### src/hdl/isort_pkg.sv
// ============================================================================
// isort_pkg
// Shared types and constants of the insertion sorter: the command flags that
// travel from the front end to the sort chain, and the back-end states.
// ============================================================================
package isort_pkg;

    // Width of the value ports on the block boundary.
    localparam int DATA_BITS = 32;

    // Depth of the command queue between the front end and the sort chain.
    localparam int QUEUE_DEPTH = 4;
    localparam int QPTR_BITS   = 2;
    localparam int QCNT_BITS   = 3;

    // Flags that go with each queued value.
    typedef struct packed {
        logic ins;    // value goes into the chain
        logic last;   // final word of the batch
        logic ovf;    // batch has dropped at least one word so far
    } t_cmd_flags;

    localparam int CMD_FLAG_BITS = $bits(t_cmd_flags);

    // Sort chain states.
    typedef enum logic {
        ST_LOAD,
        ST_DRAIN
    } t_back_state;

endpackage

### src/hdl/insertion_sorter_unit.sv
// ============================================================================
// insertion_sorter_unit
// Sorts batches of signed values: each word that fits is inserted into an
// ascending chain, and the final word of a batch releases the held batch in order.
// ============================================================================
//
//  Channel   Handshake          Payload
//  -------   ----------------   ------------------------------------------
//  input     push / full        i_value, i_batch_end
//  result    empty / pop        o_sorted_value, o_final_result, o_overflowed
//
//  An input word is taken while push is high and full is low; while loading, the
//  chain inserts one queued word per cycle, so a batch streams in at one per cycle.
//  A batch of N held values leaves at one result per cycle while pop keeps up,
//  by the shift of the cell row; the chain takes no new command meanwhile, and
//  the four-entry command queue then fills until full rises.
//  Reset is synchronous and clears the counts, queue and output valid flag;
//  the cell contents and output data are not cleared.
//  A stalled result (pop low) holds in the output register and stops the drain.
//
module insertion_sorter_unit #(
    parameter int CAPACITY   = 32,
    parameter int VALUE_BITS = 32
) (
    input  logic                            i_clk,
    input  logic                            i_rst_n,
    input  logic                            push,
    output logic                            full,
    input  logic [isort_pkg::DATA_BITS-1:0] i_value,
    input  logic                            i_batch_end,
    output logic                            empty,
    input  logic                            pop,
    output logic [isort_pkg::DATA_BITS-1:0] o_sorted_value,
    output logic                            o_final_result,
    output logic                            o_overflowed
);
    import isort_pkg::*;

    localparam int CMD_BITS = VALUE_BITS + CMD_FLAG_BITS;

    logic                q_push;
    logic [CMD_BITS-1:0] q_wdata;
    logic                q_full;
    logic                q_pop;
    logic [CMD_BITS-1:0] q_rdata;
    logic                q_empty;

    assign full = q_full;

    // Front end: accept and classify.
    isort_front #(
        .CAPACITY   (CAPACITY),
        .VALUE_BITS (VALUE_BITS)
    ) u_front (
        .i_clk       (i_clk),
        .i_rst_n     (i_rst_n),
        .push        (push),
        .i_value     (i_value),
        .i_batch_end (i_batch_end),
        .i_q_full    (q_full),
        .o_q_push    (q_push),
        .o_q_data    (q_wdata)
    );

    // Command queue between the two sides.
    isort_queue #(
        .WIDTH (CMD_BITS)
    ) u_queue (
        .i_clk   (i_clk),
        .i_rst_n (i_rst_n),
        .i_push  (q_push),
        .i_data  (q_wdata),
        .o_full  (q_full),
        .i_pop   (q_pop),
        .o_data  (q_rdata),
        .o_empty (q_empty)
    );

    // Back end: insertion chain and drain.
    isort_chain #(
        .CAPACITY   (CAPACITY),
        .VALUE_BITS (VALUE_BITS)
    ) u_chain (
        .i_clk          (i_clk),
        .i_rst_n        (i_rst_n),
        .i_q_data       (q_rdata),
        .i_q_empty      (q_empty),
        .o_q_pop        (q_pop),
        .empty          (empty),
        .pop            (pop),
        .o_sorted_value (o_sorted_value),
        .o_final_result (o_final_result),
        .o_overflowed   (o_overflowed)
    );

endmodule

### src/hdl/isort_queue.sv
// ============================================================================
// isort_queue
// Short first-in first-out queue of commands between the front end and the
// sort chain, so that each side stalls on its own.
// ============================================================================
module isort_queue #(
    parameter int WIDTH = 35
) (
    input  logic             i_clk,
    input  logic             i_rst_n,
    input  logic             i_push,
    input  logic [WIDTH-1:0] i_data,
    output logic             o_full,
    input  logic             i_pop,
    output logic [WIDTH-1:0] o_data,
    output logic             o_empty
);
    import isort_pkg::*;

    logic [WIDTH-1:0]     r_mem [QUEUE_DEPTH];
    logic [QPTR_BITS-1:0] r_wr_ptr;
    logic [QPTR_BITS-1:0] r_rd_ptr;
    logic [QCNT_BITS-1:0] r_fill;
    logic                 wr_en;
    logic                 rd_en;

    assign o_full  = (r_fill == QCNT_BITS'(QUEUE_DEPTH));
    assign o_empty = (r_fill == '0);
    assign wr_en   = i_push && !o_full;
    assign rd_en   = i_pop && !o_empty;
    assign o_data  = r_mem[r_rd_ptr];

    // Storage is written at the write pointer only.
    always_ff @(posedge i_clk) begin
        if (wr_en) begin
            r_mem[r_wr_ptr] <= i_data;
        end
    end

    // Pointers and fill level.
    always_ff @(posedge i_clk) begin
        if (!i_rst_n) begin
            r_wr_ptr <= '0;
            r_rd_ptr <= '0;
            r_fill   <= '0;
        end else begin
            if (wr_en) begin
                r_wr_ptr <= r_wr_ptr + 1'b1;
            end
            if (rd_en) begin
                r_rd_ptr <= r_rd_ptr + 1'b1;
            end
            if (wr_en && !rd_en) begin
                r_fill <= r_fill + 1'b1;
            end else if (rd_en && !wr_en) begin
                r_fill <= r_fill - 1'b1;
            end
        end
    end

endmodule

### src/hdl/isort_front.sv
// ============================================================================
// isort_front
// Front end of the insertion sorter: accepts input words, decides whether
// each value still fits in the chain, and queues a command for the back end.
// ============================================================================
module isort_front #(
    parameter int CAPACITY   = 32,
    parameter int VALUE_BITS = 32
) (
    input  logic                                   i_clk,
    input  logic                                   i_rst_n,
    input  logic                                   push,
    input  logic [isort_pkg::DATA_BITS-1:0]        i_value,
    input  logic                                   i_batch_end,
    input  logic                                   i_q_full,
    output logic                                   o_q_push,
    output logic [VALUE_BITS+isort_pkg::CMD_FLAG_BITS-1:0] o_q_data
);
    import isort_pkg::*;

    localparam int CNT_BITS = $clog2(CAPACITY + 1);

    logic [CNT_BITS-1:0]   r_fcount;
    logic                  r_fovf;
    logic [VALUE_BITS-1:0] value_int;
    t_cmd_flags            flags;
    logic                  accept;

    assign accept = push && !i_q_full;

    // Bring the port value to the internal width.
    generate
        if (VALUE_BITS <= DATA_BITS) begin : g_trunc
            assign value_int = i_value[VALUE_BITS-1:0];
        end else begin : g_ext
            assign value_int = {{(VALUE_BITS-DATA_BITS){1'b0}}, i_value};
        end
    endgenerate

    // Classify the word: insert it while the batch still has room.
    always_comb begin
        flags.ins  = (r_fcount != CNT_BITS'(CAPACITY));
        flags.last = i_batch_end;
        flags.ovf  = r_fovf || (r_fcount == CNT_BITS'(CAPACITY));
    end

    assign o_q_push = accept;
    assign o_q_data = {flags, value_int};

    // Per-batch fill count and overflow flag, cleared by the final word.
    always_ff @(posedge i_clk) begin
        if (!i_rst_n) begin
            r_fcount <= '0;
            r_fovf   <= 1'b0;
        end else if (accept) begin
            if (i_batch_end) begin
                r_fcount <= '0;
                r_fovf   <= 1'b0;
            end else begin
                r_fcount <= r_fcount + CNT_BITS'(flags.ins);
                r_fovf   <= flags.ovf;
            end
        end
    end

endmodule

### src/hdl/isort_chain.sv
// ============================================================================
// isort_chain
// Back end of the insertion sorter: a row of sorted cells that takes one value
// per cycle while loading and the queue is not empty, into its ascending place,
// then shifts the batch out through an output register, smallest value first.
// ============================================================================
module isort_chain #(
    parameter int CAPACITY   = 32,
    parameter int VALUE_BITS = 32
) (
    input  logic                                   i_clk,
    input  logic                                   i_rst_n,
    input  logic [VALUE_BITS+isort_pkg::CMD_FLAG_BITS-1:0] i_q_data,
    input  logic                                   i_q_empty,
    output logic                                   o_q_pop,
    output logic                                   empty,
    input  logic                                   pop,
    output logic [isort_pkg::DATA_BITS-1:0]        o_sorted_value,
    output logic                                   o_final_result,
    output logic                                   o_overflowed
);
    import isort_pkg::*;

    localparam int CNT_BITS = $clog2(CAPACITY + 1);

    t_back_state           r_state;
    t_back_state           n_state;
    logic [VALUE_BITS-1:0] r_cell [CAPACITY];
    logic [VALUE_BITS-1:0] ins_cell [CAPACITY];
    logic [CNT_BITS-1:0]   r_count;
    logic                  r_ovf;
    logic [CAPACITY-1:0]   lt;
    logic [VALUE_BITS-1:0] q_value;
    t_cmd_flags            q_flags;
    logic                  do_ins;
    logic                  do_drain;
    logic                  out_take;

    logic                  r_out_valid;
    logic [VALUE_BITS-1:0] r_out_value;
    logic                  r_out_final;
    logic                  r_out_ovf;

    assign q_value  = i_q_data[VALUE_BITS-1:0];
    assign q_flags  = t_cmd_flags'(i_q_data[VALUE_BITS +: CMD_FLAG_BITS]);
    assign out_take = !r_out_valid || pop;

    // Each cell compares the new value; empty cells count as larger.
    // Equal values stay ahead of the new one.
    generate
        for (genvar i = 0; i < CAPACITY; i++) begin : g_cell
            assign lt[i] = (CNT_BITS'(i) >= r_count) ||
                           ($signed(q_value) < $signed(r_cell[i]));
            if (i == 0) begin : g_head
                assign ins_cell[i] = lt[i] ? q_value : r_cell[i];
            end else begin : g_body
                assign ins_cell[i] = lt[i-1] ? r_cell[i-1] :
                                     (lt[i] ? q_value : r_cell[i]);
            end
        end
    endgenerate

    // State register.
    always_ff @(posedge i_clk) begin
        if (!i_rst_n) begin
            r_state <= ST_LOAD;
        end else begin
            r_state <= n_state;
        end
    end

    // Next state: load commands until a final word, then drain the batch.
    always_comb begin
        n_state  = r_state;
        o_q_pop  = 1'b0;
        do_ins   = 1'b0;
        do_drain = 1'b0;
        case (r_state)
            ST_LOAD: begin
                if (!i_q_empty) begin
                    o_q_pop = 1'b1;
                    do_ins  = q_flags.ins;
                    if (q_flags.last) begin
                        n_state = ST_DRAIN;
                    end
                end
            end
            ST_DRAIN: begin
                if (out_take) begin
                    do_drain = 1'b1;
                    if (r_count == CNT_BITS'(1)) begin
                        n_state = ST_LOAD;
                    end
                end
            end
            default: begin
                n_state = ST_LOAD;
            end
        endcase
    end

    // Cell contents: insert, or shift down toward the head while draining.
    always_ff @(posedge i_clk) begin
        for (int i = 0; i < CAPACITY; i++) begin
            if (do_ins) begin
                r_cell[i] <= ins_cell[i];
            end else if (do_drain && (i < CAPACITY - 1)) begin
                r_cell[i] <= r_cell[(i + 1) % CAPACITY];
            end
        end
    end

    // Held count and the batch overflow flag.
    always_ff @(posedge i_clk) begin
        if (!i_rst_n) begin
            r_count <= '0;
            r_ovf   <= 1'b0;
        end else begin
            if (do_ins) begin
                r_count <= r_count + 1'b1;
            end else if (do_drain) begin
                r_count <= r_count - 1'b1;
            end
            if (o_q_pop && q_flags.last) begin
                r_ovf <= q_flags.ovf;
            end
        end
    end

    // Output register holds one result word until it is popped.
    always_ff @(posedge i_clk) begin
        if (!i_rst_n) begin
            r_out_valid <= 1'b0;
        end else if (do_drain) begin
            r_out_valid <= 1'b1;
        end else if (pop) begin
            r_out_valid <= 1'b0;
        end
    end

    always_ff @(posedge i_clk) begin
        if (do_drain) begin
            r_out_value <= r_cell[0];
            r_out_final <= (r_count == CNT_BITS'(1));
            r_out_ovf   <= r_ovf;
        end
    end

    assign empty          = !r_out_valid;
    assign o_final_result = r_out_final;
    assign o_overflowed   = r_out_ovf;

    // Results leave as the low bits of the port, zero-extended if narrower, else truncated.
    generate
        if (VALUE_BITS >= DATA_BITS) begin : g_out_trunc
            assign o_sorted_value = r_out_value[DATA_BITS-1:0];
        end else begin : g_out_ext
            assign o_sorted_value = {{(DATA_BITS-VALUE_BITS){1'b0}}, r_out_value};
        end
    endgenerate

    // The chain never holds more than its capacity.
    a_count_range: assert property (@(posedge i_clk) disable iff (!i_rst_n)
        r_count <= CNT_BITS'(CAPACITY))
        else $error("sort chain count above capacity");

    // A batch being drained always has at least one value left.
    a_drain_nonempty: assert property (@(posedge i_clk) disable iff (!i_rst_n)
        (r_state == ST_DRAIN) |-> (r_count != '0))
        else $error("draining an empty sort chain");

    // Emitting the final word returns the chain to loading, empty.
    a_final_ends: assert property (@(posedge i_clk) disable iff (!i_rst_n)
        (do_drain && r_count == CNT_BITS'(1)) |=>
            (r_state == ST_LOAD && r_count == '0 && r_out_final))
        else $error("final word did not end the batch");

    // No command is taken from the queue while a batch drains.
    a_no_pop_drain: assert property (@(posedge i_clk) disable iff (!i_rst_n)
        (r_state == ST_DRAIN) |-> !o_q_pop)
        else $error("queue popped during drain");

endmodule
### config.mk
export PLATFORM = sky130hd
export DESIGN_NAME = insertion_sorter_unit
export DESIGN_NICKNAME = d
export VERILOG_FILES = /design/src/hdl/isort_pkg.sv /design/src/hdl/insertion_sorter_unit.sv /design/src/hdl/isort_queue.sv /design/src/hdl/isort_front.sv /design/src/hdl/isort_chain.sv
export SDC_FILE = /design/constraint.sdc
export NUM_CORES = 2
export LEC_CHECK = 0
export BUFFER_PORTS_ARGS = -buffer_cell sky130_fd_sc_hd__buf_2
export CORE_MARGIN = 2
export CORE_UTILIZATION = 30
export CTS_BUF_LIST = sky130_fd_sc_hd__clkbuf_16
export CTS_CLUSTER_DIAMETER = 40
export DETAILED_ROUTE_END_ITERATION = 8
export GPL_TIMING_DRIVEN = 0
export PLACE_DENSITY = 0.42
export SLEW_MARGIN = 0
export SYNTH_ARGS = -nofsm -noshare
export SYNTH_HDL_FRONTEND = slang
export SYNTH_HIERARCHICAL = 1
export SYNTH_SLANG_ARGS = --single-unit
### constraint.sdc
create_clock -name i_clk -period 6.59 [get_ports i_clk]
set_input_delay 0.659 -clock i_clk [delete_from_list [all_inputs] [get_ports i_clk]]
set_output_delay 0.659 -clock i_clk [all_outputs]
set_load 0.005 [all_outputs]
---- Word level (Yosys, flattened, before mapping) ----
Memories as Yosys holds them, arrays and structs flattened. A register that Yosys moved wholly into a read port is not among the register bits.
Index checks and enable logic that the tools add are counted.
storage, ports and cells
  bits in registers ....................... 57
  latch bits .............................. 0
  bits in writable memories ............... 1164
  ROM bits ................................ 0
  input port bits ......................... 37
  output and inout bits ................... 36
  word-level logic and storage cells ...... 292
  memories kept ........................... 2
memories
  memory          words  width  read ports  clocked after Yosys merged registers in  wr ports  RTL line           text
  u_chain.r_cell  32     32     32          0                                        32        isort_chain.sv:28  logic [VALUE_BITS-1:0] r_cell [CAPACITY];
  u_queue.r_mem   4      35     1           1                                        1         isort_queue.sv:20  logic [WIDTH-1:0] r_mem [QUEUE_DEPTH];
operators by class
  $add $sub $neg .......................... 7
  $mul .................................... 0
  div/mod/pow operators ................... 0
  magnitude comparators ................... 64
  equality and inequality tests ........... 4
  shifts and indexed selects .............. 0
  mux-type cells .......................... 122
  bitwise gates (word level) .............. 32
  reduce and logical (&&, ||, !) cells .... 49
operators with widths
  cell                   count
  $mux W32               94
  $lt A32 B32 Y1         32
  $ge A5 B6 Y1 const A   16
  $ge A4 B6 Y1 const A   8
  $logic_or A1 B1 Y1     34
  $or A1 B1 Y1           31
  $ge A3 B6 Y1 const A   4
  $mux W1                20
  $mux W6                3
  $ge A1 B6 Y1 const A   2
  $ge A2 B6 Y1 const A   2
  $add A6 B1 Y6          1
  $add A6 B1 Y6 const B  1
  $eq A6 B1 Y1 const B   1
  $eq A6 B6 Y1 const B   1
  $logic_and A1 B1 Y1    6
  $mux W3                2
  $ne A6 B6 Y1 const B   1
  $reduce_bool A2 Y1     3
  $sub A6 B1 Y6 const B  1
  $logic_not A1 Y1       5
  $add A2 B1 Y2 const B  2
  $mux W2                2
  $add A3 B1 Y3 const B  1
  5 further kinds        5

---- Longest topological paths before layout ----
  depth after elaboration ................. 8
  mapped depth ............................ 16
  gate-level depth less buffers ........... 10

---- Modules after synthesis ----
Netlist, hierarchy kept.
by module, submodules not included
  module       instances  cells each  area each (µm²)
  isort_chain  1          7880        77020.1
  isort_queue  1          231         5591.6
  isort_front  1          74          626.9

---- Worst setup path after synthesis ----
Ideal clock, no wire load.
  kind .................................... register -> register
  from .................................... register with a tool-made name
  to ...................................... memory u_chain.r_cell[14][0], in the netlist u_chain/r_cell[0][448], enable pin
  arrival time ............................ 5150 ps
  required time ........................... 6149 ps
  slack ................................... 1000 ps
  cell stages (with the launch flop) ...... 11
  buffers on the path ..................... 2
  clock period less this slack ............ 5590 ps
  cells stage by stage .................... dfxtp_1 -> buf_6 -> mux4_1 -> ha_1 -> a21o_1 -> a21o_1 -> a221o_1 -> a211oi_1 -> a2111oi_4 -> buf_2 -> a31oi_1
RTL lines
  what       RTL line
  to (decl)  isort_chain.sv:28

==> results.toml <==
[synthesis]
synth_seq_cells = 1223
synth.area.top_cells = "edfxtp_1 (43%), ha_1 (15%), inv_1 (4.6%)"
yosysWarnings = 6
synth_most_common_cell = "edfxtp_1"
synthesis.area_mm2 = 0.0832
syn_nets = 9227
yosysSeqAreaShare_pct = 43.8
ys.flop_type = "edfxtp_1"
yosysUniqueCellTypes = 93
async_reset_ff_share_pct = 0
synth_top_area_share_pct = 43.2
synthCells = 8185
avgSynthCellArea_um2 = 10.2
synth_edf_count = 1198
synth_commonest_cells = "edfxtp_1 (1198), inv_1 (1029), ha_1 (1004)"
yosys.area.top_type = "edfxtp_1"

[global_routing]
grt_use_total_pct = 30.6
grt_max_degree = 42
grt_pass1_wl_um = 594000
antenna_found_initial = 43
grt-ovfl-total = 0
first_global_vias = 71500

[place]
place_area_mm2 = 0.0905
routabilityCongestion = 0.930
dp.cells = 12000
io_buffer_count = 40
dp_hpwl_um = 332000

[clock_tree]
numCtsBuffers = 296
cts_root_buffer = "clkbuf_16"
cts_tree = "yes"
clkLatencyLatePin_ns = 0.87
clk_pin_slew_ns = 0.05
htreeDepth = 5
cts_buffer_depth = 4
cts_num_sinks = 1223

[routing]
wirelength_um = 443000
drtPass1Iterations = 6
viasPerCell = 6.00
wire_per_inst_um = 35.1
vias = 75800
drc = 0
ant_nets = 0
drt-initial-drc-count = 10600

[finish]
syn2layout_area_growth_pct = 21.3
nets = 9687
nFillCells = 28000
final_area_mm2 = 0.101
fin_cells = 12600
final_layout_size_suffix_gt1_share_pct = 10.8
post-route-util_pct = 36.5

[sta]
hold_viol = 0
holdWs_ns = 0.189
fin_skew_ns = 0.0626
worstMarginPinSlew_ns = 1.59
finalSetupViolCount = 0
slew_violations = 90
rsz0062_at_grt = "false"
fmax_mhz = 156
layout_worst_path_cycle_share_pct = 97.2
slew_headroom_pct = -6.38
finalCriticalPeriod_ns = 6.41

[critical_path]
critical-path-max-stage-delay_ns = 1.20
reg2reg_slack_ns = 0.18
cp.required_ns = 7.16
crit_end = "u_chain/r_cell[1][474]"
r2r-end = "u_chain/r_cell[1][474]"
cp-start-kind = "flop"
worstSetupEndpointType = "flop"
critPathKind = "flop to flop"
path_cells = "buf_6, buf_12, mux4_4, buf_12, ha_1, a21oi_1, o21ai_0, a21oi_1, o21ai_1, a311oi_2, mux2i_1, buf_2, o31a_2, buf_16"
worstPathArrival_ns = 6.98
reg2reg_depth = 14
cp_slowest_cell = "mux2i_1"
critPathMaxFanout = 20

[outcome]
status = "complete, but fails checks"
failed_checks = "capacitance limit, slew limit"

[floorplan]
dieHeight_um = 531
core_area_mm2 = 0.276
die_w_um = 531
start_util_pct = 30.1
fp-row-count = 193
die_area_mm2 = 0.282
pin_count = 73

[worst_hold_path]
hold_class = "primary input to flop"

[job]
cap_viol_max_count = 11
cells by family after synthesis:
family                     share of synthesized area (%)
xor gates and xnor gates                           0.105
AOI/OAI and AO/OA                                   18.5
DFF                                                 43.8
muxes                                               4.65
buffers and inverters                               7.84
adders and majority gates                           15.1
and+or+nand+nor                                     10.0
per-stage QoR:
step | setup TNS [ns] | setup WS (ns)
floorplan | 0 | 1.00
global placement | -2796.99 | -3.28
detailed placement | -64.29 | -0.561
CTS | 0 | 0.0573
global route | 0 | 0.0394
finish | 0 | 0.182
routing by layer:
metal  track usage (%)  up-vias  share of wire, %
li1                  -    32200                 -
met5                 0        -             0.013
met1              43.8    38200                44
met3              7.72      702                11
met2              42.5     4666                40
met4              14.5       12               4.7
worst max-delay path: cells and delay by family, from the launching register on:
| kind | cells | cell delay (ns) |
|---|---|---|
| fa+ha+maj | 1 | 0.35 |
| buf+inv | 5 | 1.40 |
| compound gates | 6 | 1.80 |
| flops | 1 | 0.33 |
| mux | 2 | 2.14 |
layout make-up:
type	instances	area [um2]	share of cell area [%]
diodes	39	97.6	0.0967
plain buffers	576	2740	2.72
clock buffers	301	7530	7.46
clock inverters	231	2460	2.44
inverters	1029	3860	3.83
multi-input cells	5357	40600	40.2
flip-flops and latches	1223	36500	36.1
well taps	3705	4640	4.59
repair buffers	162	2550	2.53
timing repair:
item	in CTS	in global routing
resized for setup	3	2
hold buffers	32	0
endpoints found under the hold margin	128	0
endpoints found under the setup margin	66	49
buffers inserted	0	0
state kept, by name, summed over array words and instances (netlist names), named ones only:
name / flops
u_queue/r_rd_ptr: 2
u_chain/r_count: 6
u_chain/o_final_result: 1
u_chain/o_overflowed: 1
u_front/r_fovf: 1
u_chain/r_cell: 1024
u_chain/r_out_valid: 1
u_queue/r_fill: 3
u_queue/r_mem: 140
u_front/r_fcount: 6
u_chain/r_ovf: 1
u_chain/r_state: 1
u_queue/r_wr_ptr: 2
u_chain/o_sorted_value: 32
how the worst min path moves through the flow:
| stage | startpoint | to | cells after the start | slack (ns) |
|---|---|---|---|---|
| final | i_batch_end | u_queue/r_mem[2][33] | 2 | 0.19 |
| after global routing | i_batch_end | u_queue/r_mem[2][33] | 2 | 0.18 |
| after CTS | i_batch_end | u_queue/r_mem[3][33] | 2 | 0.16 |
| after detailed placement | u_chain/r_ovf | u_chain/o_overflowed | 0 | 0.44 |
| after global placement | u_chain/r_ovf | u_chain/o_overflowed | 0 | 0.43 |
| after floorplan | u_chain/r_ovf | u_chain/o_overflowed | 0 | 0.41 |
layout by cell type (no fill, tap or decap), types with 40 or more instances in the layout:
cell type,netlist,layout
o21ai_1,114,114
o211ai_1,192,192
nand2b_1,48,48
a21o_1,158,158
o21ai_0,474,474
clkbuf_2,1,53
nand4_1,260,260
mux2i_1,267,267
a41oi_1,42,40
bufinv_16,0,45
buf_2,123,163
clkbuf_1,378,324
nand2_1,612,609
nand3_1,434,434
ha_1,1004,1004
o221ai_1,410,410
a22oi_1,158,158
clkbuf_16,0,301
nor2_1,159,152
buf_4,47,48
a211oi_1,40,40
nor3_1,42,42
clkinv_2,0,40
edfxtp_1,1198,1198
a31oi_1,155,147
buf_12,6,60
inv_1,1029,1065
a21oi_1,394,388
Power is not shown: default switching activity piles up to over one toggle a cycle in this logic, so the estimate is an artifact.
